### config.mk
export PLATFORM = sky130hd
export DESIGN_NAME = color_animation_engine_unit
export DESIGN_NICKNAME = d
export VERILOG_FILES = /design/src/design/cae_pkg.sv /design/src/design/cae_div.sv /design/src/design/color_animation_engine_unit.sv
export SDC_FILE = /design/constraint.sdc
export NUM_CORES = 2
export LEC_CHECK = 0
export BUFFER_PORTS_ARGS = -buffer_cell sky130_fd_sc_hd__buf_2
export CORE_MARGIN = 2
export CORE_UTILIZATION = 40
export CTS_BUF_LIST = sky130_fd_sc_hd__clkbuf_4 sky130_fd_sc_hd__clkbuf_8
export CTS_CLUSTER_SIZE = 12
export DETAILED_ROUTE_END_ITERATION = 7
export GPL_TIMING_DRIVEN = 1
export SLEW_MARGIN = 10
export SYNTH_ARGS = -nofsm -noshare
export SYNTH_HDL_FRONTEND = slang
export SYNTH_HIERARCHICAL = 1
export SYNTH_SLANG_ARGS = --single-unit
### constraint.sdc
create_clock -name clk -period 10.4 [get_ports clk]
set_input_delay 0.52 -clock clk [delete_from_list [all_inputs] [get_ports clk]]
set_output_delay 0.52 -clock clk [all_outputs]
set_load 0.005 [all_outputs]
### src/design/cae_pkg.sv
`timescale 1ns / 1ps

package cae_pkg;

  localparam int unsigned COLOR_W = 32;
  localparam int unsigned TIME_W  = 32;
  localparam int unsigned DUR_W   = 22;
  // widest dividend: a 22-bit remainder times the hue step count
  localparam int unsigned DIV_W   = 33;
  localparam int unsigned HUE_W   = 11;

  localparam logic [TIME_W-1:0] MIN_STEP_MS = 32'd100;
  localparam int unsigned       HUE_STEPS   = 1536;
  localparam logic [9:0]        PULSE_SPAN  = 10'd510;
  localparam logic [7:0]        LEVEL_MAX   = 8'd255;
  localparam logic [DUR_W-1:0]  DUR_RESET   = 22'd4000;

  // x / 255 == (x * 0x8081) >> 23 for every x up to 255 * 255
  localparam logic [16:0]       RECIP_255   = 17'h08081;
  localparam int unsigned       RECIP_SHIFT = 23;

  typedef enum logic [1:0] {
    MODE_FIX,
    MODE_FADE,
    MODE_PULSE,
    MODE_WHEEL
  } mode_t;

  typedef enum logic {
    OP_TICK,
    OP_COLOR
  } op_t;

  typedef enum logic {
    REG_MODE,
    REG_DURATION
  } reg_idx_t;

  typedef enum logic [2:0] {
    ST_IDLE,
    ST_DISPATCH,
    ST_MOD_WAIT,
    ST_SCALE_WAIT,
    ST_BLEND_MUL,
    ST_BLEND_ADD,
    ST_FINISH
  } state_t;

  // what a word does once it has been looked at
  typedef enum logic [2:0] {
    PATH_NEW_COLOR,
    PATH_JUMP,
    PATH_SKIP,
    PATH_FADE_DIV,
    PATH_MOD,
    PATH_KEEP
  } path_t;

  typedef struct packed {
    logic             start;
    logic [DIV_W-1:0] dividend;
    logic [DUR_W-1:0] divisor;
  } div_req_t;

  typedef struct packed {
    logic             done;
    logic [DIV_W-1:0] quotient;
    logic [DUR_W-1:0] remainder;
  } div_rsp_t;

endpackage

### src/design/cae_div.sv
`timescale 1ns / 1ps

// restoring divider, one quotient bit per cycle
module cae_div (
  input  logic              clk,
  input  logic              rst,
  input  cae_pkg::div_req_t req,
  output cae_pkg::div_rsp_t rsp
);
  import cae_pkg::*;

  localparam int unsigned CNT_W = $clog2(DIV_W + 1);
  localparam logic [CNT_W-1:0] CNT_LAST = CNT_W'(DIV_W - 1);

  logic             busy;
  logic             done;
  logic [CNT_W-1:0] cnt;
  logic [DUR_W-1:0] rem;
  logic [DUR_W-1:0] dvs;
  logic [DIV_W-1:0] quo;

  logic [DUR_W:0]   trial;
  logic             fits;
  logic [DUR_W-1:0] rem_next;

  always_comb begin
    trial    = {rem, quo[DIV_W-1]};
    fits     = trial >= {1'b0, dvs};
    rem_next = fits ? DUR_W'(trial - {1'b0, dvs}) : trial[DUR_W-1:0];
  end

  always_ff @(posedge clk) begin
    if (rst) begin
      busy <= 1'b0;
      done <= 1'b0;
      cnt  <= '0;
    end else begin
      done <= busy && (cnt == CNT_LAST);
      if (req.start) begin
        busy <= 1'b1;
        cnt  <= '0;
      end else if (busy) begin
        cnt <= cnt + 1'b1;
        if (cnt == CNT_LAST) begin
          busy <= 1'b0;
        end
      end
    end
  end

  always_ff @(posedge clk) begin
    if (req.start) begin
      quo <= req.dividend;
      rem <= '0;
      dvs <= req.divisor;
    end else if (busy) begin
      quo <= {quo[DIV_W-2:0], fits};
      rem <= rem_next;
    end
  end

  assign rsp.done      = done;
  assign rsp.quotient  = quo;
  assign rsp.remainder = rem;

endmodule

### src/design/color_animation_engine_unit.sv
`timescale 1ns / 1ps

// Colour animation engine. Words in on the s_ stream are either a millisecond
// tick (tuser 0) or a new target colour stamped with the time (tuser 1); a
// colour word (0xWWRRGGBB) leaves on the m_ stream only when a tick changes
// the current colour. Register 0 (mode: fix, fade, pulse, hue wheel) also
// copies the current colour into the target when written; register 1 holds
// the duration in ms, 0 acting as 1. Words are taken one at a time, and the
// next is accepted only once the last is through. The time per word is set
// by the shared bit-serial divider (33 iterations; one division for a fade,
// two for pulse and wheel) plus a multiply and an add state per colour
// channel in the blend, and a finished step waits while the previous output
// word is unread. A finished word waits in the output register while the
// next input word is taken.
module color_animation_engine_unit (
  input  logic        clk,
  input  logic        rst,
  // input stream
  input  logic        s_tvalid,
  output logic        s_tready,
  input  logic [63:0] s_tdata,   // [31:0] now_ms, [63:32] new_color
  input  logic [0:0]  s_tuser,   // [0] op
  // output stream
  output logic        m_tvalid,
  input  logic        m_tready,
  output logic [31:0] m_tdata,   // [31:0] color
  // register port
  input  logic        psel,
  input  logic        penable,
  input  logic        pwrite,
  input  logic [2:0]  paddr,
  input  logic [31:0] pwdata,
  output logic [31:0] prdata,
  output logic        pready
);
  import cae_pkg::*;

  // registers
  mode_t              mode;
  logic [DUR_W-1:0]   duration;

  // animation state
  logic [COLOR_W-1:0] current_color;
  logic [COLOR_W-1:0] target_color;
  logic [COLOR_W-1:0] fade_start_color;
  logic [TIME_W-1:0]  fade_start_time;
  logic [TIME_W-1:0]  last_step_time;

  // word being worked on
  op_t                item_op;
  logic [TIME_W-1:0]  item_now;
  logic [COLOR_W-1:0] item_color;

  // working registers
  logic [COLOR_W-1:0] next_color;
  logic [COLOR_W-1:0] blend_from;
  logic [COLOR_W-1:0] blend_to;
  logic [7:0]         blend_f;
  logic [1:0]         chan;
  logic [15:0]        prod;
  logic               prod_neg;

  state_t             state;
  state_t             state_next;

  div_req_t           div_req;
  div_rsp_t           div_rsp;

  // combinational helpers
  logic [DUR_W-1:0]   dur_eff;
  logic               cur_ne_tgt;
  logic               thr_ok;
  logic [TIME_W-1:0]  fade_d;
  logic               fade_done;
  path_t              path;
  logic               cfg_wr;
  logic               out_load;
  logic [9:0]         scale_q;
  logic [7:0]         level;
  logic [7:0]         ch_a;
  logic [7:0]         ch_b;
  logic [7:0]         ch_mag;
  logic               ch_neg;
  logic [32:0]        recip_prod;
  logic [7:0]         ch_q;
  logic [7:0]         ch_c;

  function automatic logic [COLOR_W-1:0] hue_to_rgb(input logic [HUE_W-1:0] hue);
    logic [7:0] off;
    logic [7:0] r;
    logic [7:0] g;
    logic [7:0] b;
    off = hue[7:0];
    r   = '0;
    g   = '0;
    b   = '0;
    unique case (hue[HUE_W-1:8])
      3'd0: begin
        r = LEVEL_MAX;
        g = off;
      end
      3'd1: begin
        r = LEVEL_MAX - off;
        g = LEVEL_MAX;
      end
      3'd2: begin
        g = LEVEL_MAX;
        b = off;
      end
      3'd3: begin
        g = LEVEL_MAX - off;
        b = LEVEL_MAX;
      end
      3'd4: begin
        r = off;
        b = LEVEL_MAX;
      end
      default: begin
        r = LEVEL_MAX;
        b = LEVEL_MAX - off;
      end
    endcase
    return {8'h00, r, g, b};
  endfunction

  cae_div u_div (
    .clk (clk),
    .rst (rst),
    .req (div_req),
    .rsp (div_rsp)
  );

  // decisions on the held word
  always_comb begin
    dur_eff    = (duration == '0) ? DUR_W'(1) : duration;
    cur_ne_tgt = current_color != target_color;
    thr_ok     = (item_now - last_step_time) >= MIN_STEP_MS;
    fade_d     = item_now - fade_start_time;
    fade_done  = fade_d >= TIME_W'(dur_eff);
    priority if (item_op == OP_COLOR) begin
      path = PATH_NEW_COLOR;
    end else if (mode == MODE_FIX && cur_ne_tgt) begin
      path = PATH_JUMP;
    end else if (!thr_ok) begin
      path = PATH_SKIP;
    end else if (mode == MODE_FADE && cur_ne_tgt) begin
      path = fade_done ? PATH_JUMP : PATH_FADE_DIV;
    end else if (mode == MODE_PULSE || mode == MODE_WHEEL) begin
      path = PATH_MOD;
    end else begin
      path = PATH_KEEP;
    end
  end

  // scale result: hue, fade factor or folded pulse level
  always_comb begin
    scale_q = div_rsp.quotient[9:0];
    if (mode == MODE_PULSE && scale_q > 10'(LEVEL_MAX)) begin
      level = 8'(PULSE_SPAN - scale_q);
    end else begin
      level = scale_q[7:0];
    end
  end

  // one channel of the blend; q = |b - a| * f / 255 via reciprocal
  always_comb begin
    ch_a       = blend_from[{chan, 3'b000} +: 8];
    ch_b       = blend_to[{chan, 3'b000} +: 8];
    ch_neg     = ch_b < ch_a;
    ch_mag     = ch_neg ? ch_a - ch_b : ch_b - ch_a;
    recip_prod = 33'(prod) * 33'(RECIP_255);
    ch_q       = recip_prod[RECIP_SHIFT +: 8];
    ch_c       = prod_neg ? ch_a - ch_q : ch_a + ch_q;
  end

  assign out_load = (state == ST_FINISH) && (next_color != current_color)
                    && (!m_tvalid || m_tready);

  // next state
  always_comb begin
    state_next = state;
    unique case (state)
      ST_IDLE: begin
        if (s_tvalid) begin
          state_next = ST_DISPATCH;
        end
      end
      ST_DISPATCH: begin
        unique case (path)
          PATH_NEW_COLOR, PATH_SKIP: state_next = ST_IDLE;
          PATH_JUMP, PATH_KEEP:      state_next = ST_FINISH;
          PATH_FADE_DIV:             state_next = ST_SCALE_WAIT;
          default:                   state_next = ST_MOD_WAIT;
        endcase
      end
      ST_MOD_WAIT: begin
        if (div_rsp.done) begin
          state_next = ST_SCALE_WAIT;
        end
      end
      ST_SCALE_WAIT: begin
        if (div_rsp.done) begin
          state_next = (mode == MODE_WHEEL) ? ST_FINISH : ST_BLEND_MUL;
        end
      end
      ST_BLEND_MUL: begin
        state_next = ST_BLEND_ADD;
      end
      ST_BLEND_ADD: begin
        state_next = (chan == 2'd3) ? ST_FINISH : ST_BLEND_MUL;
      end
      default: begin
        // finish: hold while a changed colour waits on an unread previous word
        if (next_color == current_color || !m_tvalid || m_tready) begin
          state_next = ST_IDLE;
        end
      end
    endcase
  end

  // handshakes and divider requests
  always_comb begin
    s_tready         = state == ST_IDLE;
    pready           = 1'b1;
    cfg_wr           = psel && penable && pwrite;
    prdata           = (reg_idx_t'(paddr[2]) == REG_MODE) ? {30'd0, mode}
                                                          : {10'd0, duration};
    div_req.divisor  = dur_eff;
    div_req.start    = 1'b0;
    div_req.dividend = DIV_W'(item_now);
    if (state == ST_DISPATCH && path == PATH_FADE_DIV) begin
      div_req.start    = 1'b1;
      div_req.dividend = DIV_W'(fade_d[DUR_W-1:0]) * DIV_W'(LEVEL_MAX);
    end else if (state == ST_DISPATCH && path == PATH_MOD) begin
      div_req.start    = 1'b1;
    end else if (state == ST_MOD_WAIT && div_rsp.done) begin
      div_req.start    = 1'b1;
      div_req.dividend = DIV_W'(div_rsp.remainder)
                         * ((mode == MODE_WHEEL) ? DIV_W'(HUE_STEPS) : DIV_W'(PULSE_SPAN));
    end
  end

  always_ff @(posedge clk) begin
    if (rst) begin
      state <= ST_IDLE;
      chan  <= '0;
    end else begin
      state <= state_next;
      if (state == ST_BLEND_ADD) begin
        chan <= chan + 1'b1;
      end
    end
  end

  // registers and animation state
  always_ff @(posedge clk) begin
    if (rst) begin
      mode             <= MODE_FIX;
      duration         <= DUR_RESET;
      current_color    <= '0;
      target_color     <= '0;
      fade_start_color <= '0;
      fade_start_time  <= '0;
      last_step_time   <= '0;
    end else begin
      if (cfg_wr) begin
        unique case (reg_idx_t'(paddr[2]))
          REG_MODE: begin
            mode         <= mode_t'(pwdata[1:0]);
            target_color <= current_color;
          end
          default: begin
            duration <= pwdata[DUR_W-1:0];
          end
        endcase
      end
      if (state == ST_DISPATCH && path == PATH_NEW_COLOR) begin
        if (mode == MODE_FADE) begin
          fade_start_color <= current_color;
          target_color     <= item_color;
          fade_start_time  <= item_now;
        end else if (mode != MODE_WHEEL) begin
          target_color <= item_color;
        end
      end
      if (state == ST_FINISH) begin
        last_step_time <= item_now;
      end
      if (out_load) begin
        current_color <= next_color;
      end
    end
  end

  // datapath
  always_ff @(posedge clk) begin
    if (s_tvalid && s_tready) begin
      item_op    <= op_t'(s_tuser[0]);
      item_now   <= s_tdata[31:0];
      item_color <= s_tdata[63:32];
    end
    if (state == ST_DISPATCH) begin
      blend_to   <= target_color;
      blend_from <= (path == PATH_FADE_DIV) ? fade_start_color : '0;
      next_color <= (path == PATH_JUMP) ? target_color : current_color;
    end
    if (state == ST_SCALE_WAIT && div_rsp.done) begin
      if (mode == MODE_WHEEL) begin
        next_color <= hue_to_rgb(div_rsp.quotient[HUE_W-1:0]);
      end else begin
        blend_f <= level;
      end
    end
    if (state == ST_BLEND_MUL) begin
      prod     <= 16'(ch_mag) * 16'(blend_f);
      prod_neg <= ch_neg;
    end
    if (state == ST_BLEND_ADD) begin
      next_color[{chan, 3'b000} +: 8] <= ch_c;
    end
  end

  // output register
  always_ff @(posedge clk) begin
    if (rst) begin
      m_tvalid <= 1'b0;
    end else if (out_load) begin
      m_tvalid <= 1'b1;
    end else if (m_tready) begin
      m_tvalid <= 1'b0;
    end
  end

  always_ff @(posedge clk) begin
    if (out_load) begin
      m_tdata <= next_color;
    end
  end

  // a division result only lands while the sequencer waits for it
  a_div_done_waited: assert property (@(posedge clk) disable iff (rst)
    div_rsp.done |-> (state == ST_MOD_WAIT || state == ST_SCALE_WAIT))
    else $error("divider result with no waiting step");

  // channel count only moves inside the blend
  a_chan_in_blend: assert property (@(posedge clk) disable iff (rst)
    (chan != 2'd0) |-> (state == ST_BLEND_MUL || state == ST_BLEND_ADD))
    else $error("blend channel count left nonzero");

  // a fresh output word is the colour just committed
  a_out_matches_current: assert property (@(posedge clk) disable iff (rst)
    $rose(m_tvalid) |-> (m_tdata == current_color))
    else $error("output word differs from current colour");

  // a fix-mode tick always lands on the target
  a_fix_reaches_target: assert property (@(posedge clk) disable iff (rst)
    (state == ST_FINISH && mode == MODE_FIX) |-> (next_color == target_color))
    else $error("fix mode tick missed the target");

endmodule

==> run metrics <==
Final TNS setup=0 ps; FF-to-FF setup slack=1800 ps; CP arrival=9090 ps; DR vias/cell=5.42; Die X=323 microns; first-pass GRT wire length=180000 microns; layout cell share with drive strength beyond 1=11.2%; largest cells by area after synthesis=edfxtp_1 (18%), fa_1 (14%), dfxtp_1 (12%), ha_1 (11%), a21oi_1 (4.2%); H-tree Lvls=3; clock sink count=493; CP peak stage delay=700 ps; nets@finish=5146; Seq/Total Area, Yosys=30.3%; DRT Wirelength=115000 microns; GRT Total Usage=22.4%; CTS max path bufs=3; Final Max Slew Viols=0; Worst-Skew Late Latency=770 ps; initial antenna violation count=10; Syn Area/Cell=9.51 sq um; Max-Slew Margin vs Limit=10.9%; Synth Flop Type=dfxtp_1; DIE AREA=0.104 sq mm; post-CTS setup buffers=0; outcome=finished clean; GPL Wtd Cong=0.900; crit path from=chan[0]$_SDFFE_PP0N_; RSZ-0062 raised after global routing=false; Synth top cells by count=inv_1 (423), nand2_1 (396), ha_1 (371); CP max FO=22; post-synthesis cell area=0.0406 sq mm; port buffer count=150; Syn-to-layout area delta=11.0%; largest register by flop count=u_div/quo; Core Box Area=0.100 sq mm; CP Launch Type=flip-flop; clk_skew=59.1 ps; fin crit period=8600 ps; worst-margin pin slew=1320 ps; cells on worst reg2reg path=36; grt total ovfl=0; DRC Markers=0; CTS Buf Count=87; Post-synth EDFFs=241; WHS=41.3 ps; Hold Fails Final Rpt=0; number of global-route vias before repair=31400; CTS tree=built; FFs w/ async S/R, synth=0%; R2R Path End=prod[15]$_DFFE_PP_; setup violators final=0; Yosys warning total=6; Die Y=323 microns; CP Capture Type=flip-flop; HPWL Detailed=88000 microns; top cell type by total area after synthesis=edfxtp_1; Crit path required time=10890 ps; Yosys reg bits=493; Critical Path Most Common Cell=fa_1; cells after synthesis=4268; Initial Utilization=40.5%; vias=31600; most frequent cell after synthesis=inv_1; slowest stage cell, crit path=mux4_2; max reg flops=33; Unique masters post-synth=98; FMAX=0.116 GHz; final period utilization=82.7%; clock transition at the registers of the reported paths=70 ps; drt wl/cell=19.8 microns; Setup crit end=prod[15]$_DFFE_PP_; Yosys top cell area share=17.8%; Worst Setup Path Type=reg2reg; IO Count=174; Routed Antenna Nets=0; root buf cell=clkbuf_8; DRT Pass-1 Iters=6; FP Rows=116; largest net degree at the start of global routing=109; Worst Hold Class=in2reg; FF-to-FF Start=chan[0]$_SDFFE_PP0N_; Max Cap Violations=0; DR iter-0 viols=2377
-- metrics by stage --
stage               utilization [%]  setup WS, ps  instances  instance area, sq um
global route                   44.9          1180       5822                 45100
floorplan                         -          2040       4278                 40600
CTS                            44.9          1680       5821                 45100
finish                         44.9          1800       5823                 45100
detailed placement             42.3          1740       5578                 42400
global placement               42.3          1780       5578                 42400
-- worst max-delay path: cells and delay by family, from the launching register on --
kind,cells,cell delay (ps)
buf+inv,6,910
xor+xnor,2,760
compound gates,14,2100
mux,1,700
flops,1,300
simple gates,6,660
fa+ha+maj,7,2900
-- worst min path at each step --
stage                                     startpoint  depth (start not counted)                          endpoint  slack [ps]
floorplan           fade_start_color[0]$_SDFFE_PP0P_                          2  fade_start_color[0]$_SDFFE_PP0P_         430
global placement            duration[8]$_SDFFE_PP1P_                          0            u_div/dvs[8]$_DFFE_PP_         430
detailed placement          duration[9]$_SDFFE_PP1P_                          0            u_div/dvs[9]$_DFFE_PP_         430
CTS                                        pwdata[6]                          3          duration[6]$_SDFFE_PP0P_           1
global route                             s_tdata[30]                          1            item_now[30]$_DFFE_PP_          10
finish                                    pwdata[14]                          3         duration[14]$_SDFFE_PP0P_          40
-- logic make-up after synthesis --
logic type | Yosys count | synth area share (%)
xor+xnor | 204 | 4.42
fa+ha+maj | 649 | 25.1
flops | 493 | 30.3
buf+inv | 674 | 6.55
compound gates | 904 | 14.4
simple gates | 1160 | 14.1
mux | 182 | 5.13
other cells | 2 | 0.0185
-- cell type report --
cell class / instances / area [sq um]
fillers: 9624 / 55200
multi-input cells: 3111 / 25700
flip-flops and latches: 493 / 12300
repair buffers: 273 / 1880
well taps: 1357 / 1700
clock buffers: 135 / 1660
inverters: 424 / 1590
clock inverters: 28 / 210
diodes: 2 / 5.00
-- what timing repair did --
| item | CTS | global route |
|---|---|---|
| gates resized for setup | 0 | 0 |
| hold endpoints to repair | 80 | 0 |
| hold buffers | 80 | 0 |
| setup endpoints to repair | 0 | 0 |
-- layer usage --
metal  GRT usage (%)  share of wire, %
met1            31.4                46
met2            34.9                44
met3            4.67               6.4
met4            5.99               2.6
met5               0             0.019
-- layout by cell type, fill, tap and decap left out, types with 42 or more instances in the layout --
cell           instances
a211oi_1              70
a21o_1                68
a21oi_1              339
and2_1                61
and3_1                43
buf_2                149
buf_4                 43
clkbuf_8             103
dfxtp_1              252
dlygate4sd3_1         80
edfxtp_1             241
fa_1                 278
ha_1                 371
inv_1                423
mux2_2                46
mux2i_1              119
nand2_1              396
nand3_1               63
nand4_1               52
nor2_1               253
nor3_1                42
o21ai_0              123
xnor2_1              104
xor2_1                99
Power is not shown: default switching activity piles up to over one toggle a cycle in this logic, so the estimate is an artifact.
